## config.mk

```make
export PLATFORM = sky130hd
export DESIGN_NAME = battery_gauge_median_hysteresis_top
export DESIGN_NICKNAME = d
export VERILOG_FILES = /design/src/rtl/core/bgmh_pkg.sv /design/src/rtl/core/battery_gauge_median_hysteresis_top.sv /design/src/rtl/core/bgmh_front.sv /design/src/rtl/core/bgmh_queue.sv /design/src/rtl/core/bgmh_back.sv
export SDC_FILE = /design/constraint.sdc
export NUM_CORES = 1
export LEC_CHECK = 0
export BUFFER_PORTS_ARGS = -buffer_cell sky130_fd_sc_hd__buf_2
export CAP_MARGIN = 20
export CORE_MARGIN = 1
export CORE_UTILIZATION = 40
export CTS_BUF_LIST = sky130_fd_sc_hd__clkbuf_16
export DETAILED_ROUTE_END_ITERATION = 6
export GPL_TIMING_DRIVEN = 0
export HOLD_SLACK_MARGIN = 0.1
export PLACE_DENSITY_LB_ADDON = 0.1
export SLEW_MARGIN = 40
export SYNTH_ARGS = -nofsm -noshare
export SYNTH_HDL_FRONTEND = slang
export SYNTH_SLANG_ARGS = --single-unit
```

## constraint.sdc

```tcl
create_clock -name clock -period 7.6 [get_ports clock]
set_input_delay 0.76 -clock clock [delete_from_list [all_inputs] [get_ports clock]]
set_output_delay 0.76 -clock clock [all_outputs]
set_load 0.005 [all_outputs]
```

## src/rtl/core/bgmh_pkg.sv

```systemverilog
// Package for the battery gauge: sizes, reset values, codes and shared types.
// Used by the front, queue, back, top level and checker. No dependencies.
`default_nettype none

package bgmh_pkg;

   localparam int SAMPLES    = 10;
   localparam int ADC_BITS   = 12;
   localparam int CNT_W      = $clog2(SAMPLES);
   localparam int MID        = SAMPLES / 2;
   localparam int SUM_W      = ADC_BITS + 2;
   localparam int FULL_W     = ADC_BITS + 1;
   localparam int CSR_IDX_W  = 3;
   localparam int CSR_DATA_W = FULL_W;
   localparam int MARGIN_W   = 5;
   localparam int PCT_W      = 7;
   localparam int LVL_W      = 3;
   localparam int LVL_TH_W   = 8;
   localparam int MV_W       = 13;
   localparam int MV_SCALE   = 4200;
   localparam int MVP_W      = ADC_BITS + MV_W;
   localparam int NUM_W      = ADC_BITS + PCT_W;
   localparam int DIV_CNT_W  = $clog2(NUM_W + 1);
   localparam int RECIP_K    = SUM_W + 2;
   localparam int RECIP3     = (2 ** RECIP_K + 2) / 3;
   localparam int AVP_W      = SUM_W + RECIP_K;
   localparam int QDEPTH     = 2;
   localparam int QPTR_W     = $clog2(QDEPTH);

   localparam int PCT_FULL    = 100;
   localparam int LVL_STEP    = 20;
   localparam int LVL_QUARTER = 25;

   localparam logic [LVL_W-1:0] LVL_MIN = LVL_W'(1);
   localparam logic [LVL_W-1:0] LVL_MAX = LVL_W'(5);

   localparam logic [ADC_BITS-1:0] EMPTY_RST  = ADC_BITS'(2900);
   localparam logic [FULL_W-1:0]   FULL_RST   = FULL_W'(4096);
   localparam logic [ADC_BITS-1:0] THRESH_RST = ADC_BITS'(300);
   localparam logic [MARGIN_W-1:0] RAISE_RST  = MARGIN_W'(10);
   localparam logic [MARGIN_W-1:0] DROP_RST   = MARGIN_W'(5);

   localparam logic FUNC_MEAS = 1'b0;
   localparam logic FUNC_PRES = 1'b1;
   localparam logic KIND_MEAS = 1'b0;
   localparam logic KIND_PRES = 1'b1;

   typedef enum logic [CSR_IDX_W-1:0] {
      CSR_EMPTY  = 3'd0,
      CSR_FULL   = 3'd1,
      CSR_THRESH = 3'd2,
      CSR_RAISE  = 3'd3,
      CSR_DROP   = 3'd4
   } csr_idx_type;

   typedef enum logic {
      F_TAKE,
      F_SUM
   } front_state_type;

   typedef enum logic [2:0] {
      B_IDLE,
      B_AVG,
      B_SCALE,
      B_DIV,
      B_PCT,
      B_EMIT
   } back_state_type;

   typedef struct packed {
      logic [ADC_BITS-1:0] empty;
      logic [FULL_W-1:0]   full;
      logic [ADC_BITS-1:0] thresh;
      logic [MARGIN_W-1:0] raise;
      logic [MARGIN_W-1:0] drop;
   } cfg_type;

   typedef struct packed {
      logic             func;
      logic [SUM_W-1:0] data;
      logic             pin;
   } qent_type;

   typedef struct packed {
      logic                kind;
      logic [ADC_BITS-1:0] avg;
      logic [MV_W-1:0]     mv;
      logic [PCT_W-1:0]    pct;
      logic [LVL_W-1:0]    lvl;
      logic                lvl_chg;
      logic                batt;
      logic                chg;
      logic                batt_chg;
      logic                chg_chg;
   } rsp_type;

endpackage

`default_nettype wire

```

## src/rtl/core/battery_gauge_median_hysteresis_top.sv

```systemverilog
// Battery gauge with median averaging and bar-level hysteresis.
// Request channel (req_*): one word per ADC reading. func 0 adds a sample to
//   the current batch; func 1 is a presence and charger check.
// Response channel (rsp_*): one word per completed batch (kind 0) and one per
//   presence check (kind 1). A func 0 word that does not close a batch gives
//   no response.
// Register port (csr_*): always ready; index 0 empty code, 1 full code,
//   2 presence threshold, 3 raise margin, 4 drop margin; other indexes ignored.
// Flow: each sample word is inserted in sorted order on arrival; the word that
//   closes a batch then holds off new words while F_SUM sums the middle samples.
//   The back end steps a batch through B_AVG, B_SCALE, the one-bit-per-cycle
//   percent divider in B_DIV and B_PCT, and a presence check straight to B_EMIT.
//   A two-entry queue sits between front and back end.
// Path: a presence check passes through the queue and B_EMIT to rsp_valid, a batch
//   result through F_SUM, the queue and the back-end states.
// Stall: while rsp_ready is low the response holds; the back end waits, the
//   queue fills and then req_ready drops.
// Reset: synchronous; clears the batch, level, flags and registers to defaults.
`default_nettype none

module battery_gauge_median_hysteresis_top (
   input  wire logic                            clock,
   input  wire logic                            reset,
   input  wire logic                            req_valid,
   output logic                                 req_ready,
   input  wire logic                            req_func,
   input  wire logic [bgmh_pkg::ADC_BITS-1:0]   req_adc_sample,
   input  wire logic                            req_charger_pin,
   output logic                                 rsp_valid,
   input  wire logic                            rsp_ready,
   output logic                                 rsp_kind,
   output logic [bgmh_pkg::ADC_BITS-1:0]        rsp_average_code,
   output logic [bgmh_pkg::MV_W-1:0]            rsp_voltage_mv,
   output logic [bgmh_pkg::PCT_W-1:0]           rsp_percent,
   output logic [bgmh_pkg::LVL_W-1:0]           rsp_bar_level,
   output logic                                 rsp_level_changed,
   output logic                                 rsp_battery_present,
   output logic                                 rsp_charger_present,
   output logic                                 rsp_battery_changed,
   output logic                                 rsp_charger_changed,
   input  wire logic                            csr_valid,
   output logic                                 csr_ready,
   input  wire logic [bgmh_pkg::CSR_IDX_W-1:0]  csr_index,
   input  wire logic [bgmh_pkg::CSR_DATA_W-1:0] csr_data
);
   import bgmh_pkg::*;

   cfg_type  cfg_ff;
   logic     q_full;
   logic     q_push;
   qent_type q_push_data;
   logic     q_pop;
   logic     q_valid;
   qent_type q_pop_data;
   rsp_type  rsp;

   assign csr_ready = 1'b1;

   always_ff @(posedge clock) begin
      if (reset) begin
         cfg_ff <= '{empty: EMPTY_RST, full: FULL_RST, thresh: THRESH_RST,
                     raise: RAISE_RST, drop: DROP_RST};
      end else if (csr_valid && csr_ready) begin
         unique case (csr_index)
            CSR_EMPTY:  cfg_ff.empty  <= csr_data[ADC_BITS-1:0];
            CSR_FULL:   cfg_ff.full   <= csr_data[FULL_W-1:0];
            CSR_THRESH: cfg_ff.thresh <= csr_data[ADC_BITS-1:0];
            CSR_RAISE:  cfg_ff.raise  <= csr_data[MARGIN_W-1:0];
            CSR_DROP:   cfg_ff.drop   <= csr_data[MARGIN_W-1:0];
            default:    cfg_ff        <= cfg_ff;
         endcase
      end
   end

   bgmh_front u_front (
      .clock           (clock),
      .reset           (reset),
      .req_valid       (req_valid),
      .req_ready       (req_ready),
      .req_func        (req_func),
      .req_adc_sample  (req_adc_sample),
      .req_charger_pin (req_charger_pin),
      .q_full          (q_full),
      .q_push          (q_push),
      .q_push_data     (q_push_data)
   );

   bgmh_queue u_queue (
      .clock     (clock),
      .reset     (reset),
      .push      (q_push),
      .push_data (q_push_data),
      .full      (q_full),
      .pop       (q_pop),
      .valid     (q_valid),
      .pop_data  (q_pop_data)
   );

   bgmh_back u_back (
      .clock     (clock),
      .reset     (reset),
      .cfg       (cfg_ff),
      .q_valid   (q_valid),
      .q_data    (q_pop_data),
      .q_pop     (q_pop),
      .rsp_valid (rsp_valid),
      .rsp_ready (rsp_ready),
      .rsp       (rsp)
   );

   assign rsp_kind            = rsp.kind;
   assign rsp_average_code    = rsp.avg;
   assign rsp_voltage_mv      = rsp.mv;
   assign rsp_percent         = rsp.pct;
   assign rsp_bar_level       = rsp.lvl;
   assign rsp_level_changed   = rsp.lvl_chg;
   assign rsp_battery_present = rsp.batt;
   assign rsp_charger_present = rsp.chg;
   assign rsp_battery_changed = rsp.batt_chg;
   assign rsp_charger_changed = rsp.chg_chg;

endmodule

`default_nettype wire

```

## src/rtl/core/bgmh_front.sv

```systemverilog
// Front end: accepts request words, keeps the batch sorted by insertion and
// forwards batch sums and presence checks to the queue. Depends on bgmh_pkg.
`default_nettype none

module bgmh_front (
   input  wire logic                         clock,
   input  wire logic                         reset,
   input  wire logic                         req_valid,
   output logic                              req_ready,
   input  wire logic                         req_func,
   input  wire logic [bgmh_pkg::ADC_BITS-1:0] req_adc_sample,
   input  wire logic                         req_charger_pin,
   input  wire logic                         q_full,
   output logic                              q_push,
   output bgmh_pkg::qent_type                q_push_data
);
   import bgmh_pkg::*;

   front_state_type     state_ff, state_in;
   logic [CNT_W-1:0]    count_ff, count_in;
   logic [ADC_BITS-1:0] sorted_ff [SAMPLES];
   logic [ADC_BITS-1:0] sorted_in [SAMPLES];
   logic [SAMPLES-1:0]  lt;
   logic                take;
   logic                take_meas;
   logic                last_sample;
   logic [SUM_W-1:0]    mid_sum;

   assign take        = req_valid && req_ready;
   assign take_meas   = take && (req_func == FUNC_MEAS);
   assign last_sample = (count_ff == CNT_W'(SAMPLES - 1));

   always_comb begin
      for (int i = 0; i < SAMPLES; i++) begin
         lt[i] = (CNT_W'(i) < count_ff) && (sorted_ff[i] <= req_adc_sample);
      end
      sorted_in[0] = lt[0] ? sorted_ff[0] : req_adc_sample;
      for (int i = 1; i < SAMPLES; i++) begin
         if (lt[i]) begin
            sorted_in[i] = sorted_ff[i];
         end else if (lt[i-1]) begin
            sorted_in[i] = req_adc_sample;
         end else begin
            sorted_in[i] = sorted_ff[i-1];
         end
      end
   end

   assign mid_sum = SUM_W'(sorted_ff[MID-1]) + SUM_W'(sorted_ff[MID])
                  + SUM_W'(sorted_ff[MID+1]);

   always_comb begin
      state_in = state_ff;
      unique case (state_ff)
         F_TAKE: if (take_meas && last_sample) state_in = F_SUM;
         F_SUM:  if (!q_full) state_in = F_TAKE;
         default: state_in = F_TAKE;
      endcase
   end

   always_comb begin
      req_ready   = 1'b0;
      q_push      = 1'b0;
      q_push_data = '{func: FUNC_PRES, data: SUM_W'(req_adc_sample), pin: req_charger_pin};
      unique case (state_ff)
         F_TAKE: begin
            req_ready = !q_full;
            q_push    = take && (req_func == FUNC_PRES);
         end
         F_SUM: begin
            q_push      = !q_full;
            q_push_data = '{func: FUNC_MEAS, data: mid_sum, pin: 1'b0};
         end
         default: begin
            req_ready = 1'b0;
         end
      endcase
   end

   always_comb begin
      count_in = count_ff;
      if (take_meas) begin
         count_in = last_sample ? '0 : count_ff + CNT_W'(1);
      end
   end

   always_ff @(posedge clock) begin
      if (reset) begin
         state_ff <= F_TAKE;
         count_ff <= '0;
      end else begin
         state_ff <= state_in;
         count_ff <= count_in;
      end
   end

   always_ff @(posedge clock) begin
      if (take_meas) begin
         sorted_ff <= sorted_in;
      end
   end

endmodule

`default_nettype wire

```

## src/rtl/core/bgmh_queue.sv

```systemverilog
// Short FIFO between the gauge front end and back end.
// Entry type and depth come from bgmh_pkg.
`default_nettype none

module bgmh_queue (
   input  wire logic          clock,
   input  wire logic          reset,
   input  wire logic          push,
   input  bgmh_pkg::qent_type push_data,
   output logic               full,
   input  wire logic          pop,
   output logic               valid,
   output bgmh_pkg::qent_type pop_data
);
   import bgmh_pkg::*;

   qent_type           mem_ff [QDEPTH];
   logic [QPTR_W-1:0]  wr_ptr_ff, wr_ptr_in;
   logic [QPTR_W-1:0]  rd_ptr_ff, rd_ptr_in;
   logic [QPTR_W:0]    count_ff, count_in;

   assign full     = (count_ff == (QPTR_W+1)'(QDEPTH));
   assign valid    = (count_ff != '0);
   assign pop_data = mem_ff[rd_ptr_ff];

   always_comb begin
      wr_ptr_in = wr_ptr_ff;
      rd_ptr_in = rd_ptr_ff;
      count_in  = count_ff;
      if (push) begin
         wr_ptr_in = (wr_ptr_ff == QPTR_W'(QDEPTH - 1)) ? '0 : wr_ptr_ff + QPTR_W'(1);
      end
      if (pop) begin
         rd_ptr_in = (rd_ptr_ff == QPTR_W'(QDEPTH - 1)) ? '0 : rd_ptr_ff + QPTR_W'(1);
      end
      priority if (push && !pop) begin
         count_in = count_ff + (QPTR_W+1)'(1);
      end else if (pop && !push) begin
         count_in = count_ff - (QPTR_W+1)'(1);
      end else begin
         count_in = count_ff;
      end
   end

   always_ff @(posedge clock) begin
      if (reset) begin
         wr_ptr_ff <= '0;
         rd_ptr_ff <= '0;
         count_ff  <= '0;
      end else begin
         wr_ptr_ff <= wr_ptr_in;
         rd_ptr_ff <= rd_ptr_in;
         count_ff  <= count_in;
      end
   end

   always_ff @(posedge clock) begin
      if (push) begin
         mem_ff[wr_ptr_ff] <= push_data;
      end
   end

endmodule

`default_nettype wire

```

## src/rtl/core/bgmh_back.sv

```systemverilog
// Back end: averages the middle samples, scales to millivolts, divides for
// percent, runs the bar-level hysteresis, updates the presence flags and holds the
// response register. Depends on bgmh_pkg.
`default_nettype none

module bgmh_back (
   input  wire logic          clock,
   input  wire logic          reset,
   input  bgmh_pkg::cfg_type  cfg,
   input  wire logic          q_valid,
   input  bgmh_pkg::qent_type q_data,
   output logic               q_pop,
   output logic               rsp_valid,
   input  wire logic          rsp_ready,
   output bgmh_pkg::rsp_type  rsp
);
   import bgmh_pkg::*;

   back_state_type       state_ff, state_in;
   qent_type             ent_ff;
   logic [ADC_BITS-1:0]  avg_ff;
   logic [MV_W-1:0]      mv_ff;
   logic [PCT_W-1:0]     pct_ff, pct_in;
   logic [NUM_W-1:0]     div_num_ff;
   logic [FULL_W-1:0]    div_den_ff;
   logic [FULL_W-1:0]    div_rem_ff;
   logic [DIV_CNT_W-1:0] div_cnt_ff;
   logic                 num_neg_ff;
   logic                 den_neg_ff;
   logic                 den_zero_ff;

   logic [LVL_W-1:0]     level_ff, level_in;
   logic                 level_valid_ff, level_valid_in;
   logic [PCT_W-1:0]     last_pct_ff, last_pct_in;
   logic                 batt_ff, batt_in;
   logic                 chg_ff, chg_in;
   logic                 rsp_valid_ff;
   rsp_type              rsp_ff, rsp_in;

   logic                 emit;
   logic [AVP_W-1:0]     avg_prod;
   logic [MVP_W-1:0]     mv_prod;
   logic [ADC_BITS-1:0]  diff;
   logic [FULL_W-1:0]    empty_ext;
   logic                 den_neg;
   logic [FULL_W-1:0]    den_mag;
   logic [FULL_W:0]      trial;
   logic                 trial_ge;
   logic [LVL_TH_W-1:0]  up_th;
   logic [LVL_TH_W-1:0]  dn_th;
   logic [LVL_TH_W-1:0]  pct_ext;
   logic [LVL_TH_W-1:0]  pct_plus;
   logic [LVL_W-1:0]     hyst_level;
   logic                 new_batt;

   function automatic logic [LVL_W-1:0] first_level(input logic [PCT_W-1:0] p);
      logic [LVL_W-1:0] l;
      priority if (p >= PCT_W'(4 * LVL_QUARTER)) l = LVL_W'(5);
      else if (p >= PCT_W'(3 * LVL_QUARTER))     l = LVL_W'(4);
      else if (p >= PCT_W'(2 * LVL_QUARTER))     l = LVL_W'(3);
      else if (p >= PCT_W'(LVL_QUARTER))         l = LVL_W'(2);
      else                                       l = LVL_W'(1);
      return l;
   endfunction

   always_comb begin
      state_in = state_ff;
      unique case (state_ff)
         B_IDLE:  if (q_valid) state_in = (q_data.func == FUNC_PRES) ? B_EMIT : B_AVG;
         B_AVG:   state_in = B_SCALE;
         B_SCALE: state_in = B_DIV;
         B_DIV:   if (div_cnt_ff == DIV_CNT_W'(1)) state_in = B_PCT;
         B_PCT:   state_in = B_EMIT;
         B_EMIT:  if (!rsp_valid_ff || rsp_ready) state_in = B_IDLE;
         default: state_in = B_IDLE;
      endcase
   end

   always_comb begin
      q_pop = 1'b0;
      emit  = 1'b0;
      unique case (state_ff)
         B_IDLE:  q_pop = q_valid;
         B_EMIT:  emit  = !rsp_valid_ff || rsp_ready;
         default: q_pop = 1'b0;
      endcase
   end

   assign avg_prod  = AVP_W'(ent_ff.data) * AVP_W'(RECIP3);
   assign mv_prod   = MVP_W'(avg_ff) * MVP_W'(MV_SCALE);
   assign diff      = (avg_ff >= cfg.empty) ? avg_ff - cfg.empty : cfg.empty - avg_ff;
   assign empty_ext = {1'b0, cfg.empty};
   assign den_neg   = (cfg.full < empty_ext);
   assign den_mag   = den_neg ? empty_ext - cfg.full : cfg.full - empty_ext;
   assign trial     = {div_rem_ff, div_num_ff[NUM_W-1]};
   assign trial_ge  = (trial >= {1'b0, div_den_ff});

   always_comb begin
      priority if (den_zero_ff) begin
         pct_in = num_neg_ff ? '0 : PCT_W'(PCT_FULL);
      end else if (num_neg_ff != den_neg_ff) begin
         pct_in = '0;
      end else if (div_num_ff > NUM_W'(PCT_FULL)) begin
         pct_in = PCT_W'(PCT_FULL);
      end else begin
         pct_in = div_num_ff[PCT_W-1:0];
      end
   end

   assign pct_ext  = LVL_TH_W'(pct_ff);
   assign up_th    = LVL_TH_W'(level_ff) * LVL_TH_W'(LVL_STEP) + LVL_TH_W'(cfg.raise);
   assign dn_th    = (LVL_TH_W'(level_ff) - LVL_TH_W'(1)) * LVL_TH_W'(LVL_STEP);
   assign pct_plus = pct_ext + LVL_TH_W'(cfg.drop);
   assign new_batt = (ent_ff.data[ADC_BITS-1:0] >= cfg.thresh);

   always_comb begin
      priority if (pct_ext >= up_th) begin
         hyst_level = (level_ff >= LVL_MAX) ? LVL_MAX : level_ff + LVL_W'(1);
      end else if (pct_plus <= dn_th) begin
         hyst_level = (level_ff <= LVL_MIN) ? LVL_MIN : level_ff - LVL_W'(1);
      end else begin
         hyst_level = level_ff;
      end
   end

   always_comb begin
      level_in       = level_ff;
      level_valid_in = level_valid_ff;
      last_pct_in    = last_pct_ff;
      batt_in        = batt_ff;
      chg_in         = chg_ff;
      if (ent_ff.func == FUNC_PRES) begin
         batt_in = new_batt;
         chg_in  = ent_ff.pin;
      end else begin
         last_pct_in = pct_ff;
         if (batt_ff) begin
            level_valid_in = 1'b1;
            level_in       = level_valid_ff ? hyst_level : first_level(pct_ff);
         end
      end
      rsp_in = '{kind:     ent_ff.func,
                 avg:      (ent_ff.func == FUNC_PRES) ? '0 : avg_ff,
                 mv:       (ent_ff.func == FUNC_PRES) ? '0 : mv_ff,
                 pct:      last_pct_in,
                 lvl:      level_in,
                 lvl_chg:  (level_in != level_ff),
                 batt:     batt_in,
                 chg:      chg_in,
                 batt_chg: (batt_in != batt_ff),
                 chg_chg:  (chg_in != chg_ff)};
   end

   always_ff @(posedge clock) begin
      if (reset) begin
         state_ff       <= B_IDLE;
         level_ff       <= LVL_MIN;
         level_valid_ff <= 1'b0;
         last_pct_ff    <= '0;
         batt_ff        <= 1'b0;
         chg_ff         <= 1'b0;
         rsp_valid_ff   <= 1'b0;
         div_cnt_ff     <= '0;
      end else begin
         state_ff <= state_in;
         if (emit) begin
            level_ff       <= level_in;
            level_valid_ff <= level_valid_in;
            last_pct_ff    <= last_pct_in;
            batt_ff        <= batt_in;
            chg_ff         <= chg_in;
            rsp_valid_ff   <= 1'b1;
         end else if (rsp_ready) begin
            rsp_valid_ff   <= 1'b0;
         end
         if (state_ff == B_SCALE) begin
            div_cnt_ff <= DIV_CNT_W'(NUM_W);
         end else if (state_ff == B_DIV) begin
            div_cnt_ff <= div_cnt_ff - DIV_CNT_W'(1);
         end
      end
   end

   always_ff @(posedge clock) begin
      if (q_pop) begin
         ent_ff <= q_data;
      end
      if (state_ff == B_AVG) begin
         avg_ff <= avg_prod[RECIP_K +: ADC_BITS];
      end
      if (state_ff == B_SCALE) begin
         mv_ff       <= mv_prod[ADC_BITS +: MV_W];
         div_num_ff  <= NUM_W'(diff) * NUM_W'(PCT_FULL);
         div_den_ff  <= den_mag;
         div_rem_ff  <= '0;
         num_neg_ff  <= (avg_ff < cfg.empty);
         den_neg_ff  <= den_neg;
         den_zero_ff <= (den_mag == '0);
      end
      if (state_ff == B_DIV) begin
         div_num_ff <= {div_num_ff[NUM_W-2:0], trial_ge};
         div_rem_ff <= trial_ge ? FULL_W'(trial - {1'b0, div_den_ff}) : trial[FULL_W-1:0];
      end
      if (state_ff == B_PCT) begin
         pct_ff <= pct_in;
      end
      if (emit) begin
         rsp_ff <= rsp_in;
      end
   end

   assign rsp_valid = rsp_valid_ff;
   assign rsp       = rsp_ff;

endmodule

`default_nettype wire

```

==> flow_summary_export.csv <==
group,metric,value,unit
placement,place_area,27100,sq um
routing,drtPass1Iterations,5,
clock_network,cts-htree-levels,2,
hold_path,min_delay_worst_endpoint,"cfg_ff[34]$_SDFFE_PP1P_",
setup_path,r2r-end,"u_back.div_num_ff[16]$_DFFE_PP_",
sta,slew_viol_final,0,
setup_path,r2r_setup_slack,610,ps
placement,placement.setup.worst_slack,620,ps
clock_network,cts_tree,"yes",
die,dieArea,64900,sq um
yosys,async_flop_share,0,%
yosys,synth-main-ff-cell,"edfxtp_1",
global_route,grt_pass1_vias,18100,
setup_path,cp-start-kind,"flop",
yosys,ys_seq_elements,332,
routing,antenna_left,0,
placement,place_congestion,0.857,
yosys,avgSynthCellArea,10.4,sq um
routing,drt-initial-drc-count,900,
clock_network,ctsResizeCount,0,
global_route,use_met3,2.73,%
die,initial_core_util,40.5,%
global_route,grt.busiest_layer,"met2",
hold_path,hp-start,"csr_data[12]",
setup_path,rr_startpoint,"u_back.avg_ff[0]$_DFFE_PP_",
sta,timing.final.hold_violations,0,
flow_run,drv_cap,0,
clock_network,numClockSinks,332,
sta,rsz0062_at_grt,"false",
setup_path,timing.critical_path.from,"u_back.avg_ff[0]$_DFFE_PP_",
yosys,yosys-top-cells-count,"ha_1 (399), inv_1 (317), edfxtp_1 (253), nor2_1 (168), a21oi_1 (152)",
die,pin_count,79,
setup_path,cp_data_arrival_time,7310,ps
hold_path,hp-class,"in2reg",
global_route,grtUsageMet1,25.7,%
sta,skew,30.8,ps
clock_network,insertion_delay,580,ps
routing,vias,17900,
final_layout,areaGrowthSynthToFinish,11.9,%
global_route,grt_max_degree,40,
routing,post_drt_wl_per_cell,18.2,microns
yosys,synth_area,25500,sq um
clock_network,cts_buffers,42,
global_route,grt_remaining_overflow,0,
sta,post-route-period-util,92.0,%
routing,drc_errors,0,
clock_network,clock-root-buffer,"clkbuf_16",
final_layout,antennaDiodeCount,0,
placement,port_buffers,76,
sta,tns,0,ps
yosys,synth.top_cell.area_share,29.7,%
global_route,antenna_found_initial,7,
placement,post-dp-hpwl,51400,microns
clock_network,cts_hold_buf,0,
sta,setup_violations,0,
run_status,outcome,"finished clean",
yosys,synth_area_leader_cell,"edfxtp_1",
sta,tightest_slew,785,ps
yosys,synth_nets,2987,
die,die_h,255,microns
die,core,63100,sq um
setup_path,cp_max_fo,10,
clock_network,post_cts_buffers,0,
yosys,synth_edf_count,253,
setup_path,r2r_cells,28,
global_route,track_usage,19.8,%
final_layout,drive_gt1_share,11.5,%
yosys,yosys-top-cells-area,"edfxtp_1 (30%), ha_1 (20%), fa_1 (6.7%)",
routing,vias_per_cell,5.15,
die,num_rows,92,
final_layout,layout.nets,3113,
die,die_w,255,microns
clock_network,clockBufferDepth,3,
hold_path,whs_path_depth,3,
yosys,syn_inst,2468,
sta,fmax,143,MHz
routing,wl,63100,microns
setup_path,crit_path_max_incr_delay,540,ps
setup_path,path_class,"reg2reg",
sta,max-slew-margin-rel,47.7,%
sta,fin_crit,6990,ps
yosys,ys_seq_area_share,35.9,%
setup_path,end_kind,"flop",
setup_path,worstPathRequired,7920,ps
global_route,gr-usage-met2,34.2,%
yosys,yosys.cell_count.top_type,"ha_1",
yosys,yosys.cell_types.count,85,
final_layout,design_area,28600,sq um
global_route,grt_pass1_wl,99900,microns
sta,setup_ws,611,ps
yosys,yosysWarnings,0,
setup_path,crit_slowest_cell,"edfxtp_1",
clock_network,clk_pin_slew,60,ps
## flip-flops by register name, summed over array words and instances (netlist names), 2 cells and up, named ones only
register and cells:
u_back.div_cnt_ff 5, u_back.ent_ff 16, u_queue.count_ff 2, u_back.rsp 41, u_back.avg_ff 12, u_back.last_pct_ff 7
u_back.div_rem_ff 13, cfg_ff 47, u_back.level_ff 3, u_back.div_num_ff 19, u_front.sorted_ff 84, u_queue.mem_ff 32
u_front.count_ff 4, u_back.div_den_ff 13, u_back.pct_ff 7, u_back.mv_ff 13, u_back.state_ff 3
## routing by layer
metal	vias up	share of wire, %
met2	238	48
met5	-	0.067
met3	84	3.2
li1	8975	-
met4	8	2.4
met1	8571	46
## placed cells by master, fill, tap and decap left out, types with 8 or more instances in the layout
cell type	synthesis	final
edfxtp_1	253	253
nor2b_1	45	45
a21o_1	67	67
fa_1	85	85
or2_2	11	11
dfxtp_1	79	79
a31oi_1	10	10
or3_1	13	13
a211oi_1	19	19
nand2b_1	27	27
and3_1	11	11
mux2_2	104	104
xnor2_1	65	65
nand2_1	136	136
nor2_1	168	162
xor2_1	43	43
clkbuf_16	0	43
nor3_1	41	39
o21bai_1	15	15
inv_1	317	325
clkbuf_1	51	49
o21a_1	15	15
buf_1	8	8
buf_2	1	78
nand4_1	33	33
ha_1	399	399
a21oi_1	152	151
o21ai_0	78	78
a211o_1	18	18
mux2i_1	27	27
and2_1	18	17
nand3_1	27	27
## stage by stage
stage	utilization, %	instances	hold slack (ps)
2_1_floorplan	-	2468	424
3_3_place_gp	42.8	3390	447
3_5_place_dp	43.0	3396	451
4_1_cts	45.3	3474	431
5_1_grt	45.3	3474	434
6_report	45.3	3474	446
## critical path, delay by kind of cell (launching register included)
kind,cells,cell delay (ps)
compound gates,12,2520
xor+xnor,2,410
fa+ha+maj,6,1970
buf+inv,5,660
flops,1,540
mux,1,340
simple gates,2,300
## final cells by class
cell class                      count  area, sq um
Sequential cell                   332         9180
Clock inverter                     35          397
Clock buffer                       43         1080
Fill cell                        6072        34500
Multi-Input combinational cell   1754        15000
Timing Repair Buffer               82          455
Buffer                             63          258
Inverter                          319         1200
Tap cell                          846         1060
## worst max-delay path by stage
stage                                      endpoint  slack [ps]
finish              u_back.div_num_ff[16]$_DFFE_PP_         610
detailed placement  u_back.div_num_ff[16]$_DFFE_PP_         620
CTS                 u_back.div_num_ff[16]$_DFFE_PP_         610
global route        u_back.div_num_ff[16]$_DFFE_PP_          80
floorplan           u_back.div_num_ff[18]$_DFFE_PP_        1580
global placement    u_back.div_num_ff[16]$_DFFE_PP_         610
## cells by family after synthesis
group | after synthesis | share of synthesized area, %
AOI/OAI and AO/OA | 465 | 11.9
xor gates and xnor gates | 109 | 3.79
adders and majority gates | 484 | 26.2
buffers and inverters | 382 | 5.68
DFF | 332 | 35.9
muxes | 133 | 5.76
other | 1 | 0.0147
and+or+nand+nor | 562 | 10.7
Power is not shown: default switching activity piles up to over one toggle a cycle in this logic, so the estimate is an artifact.
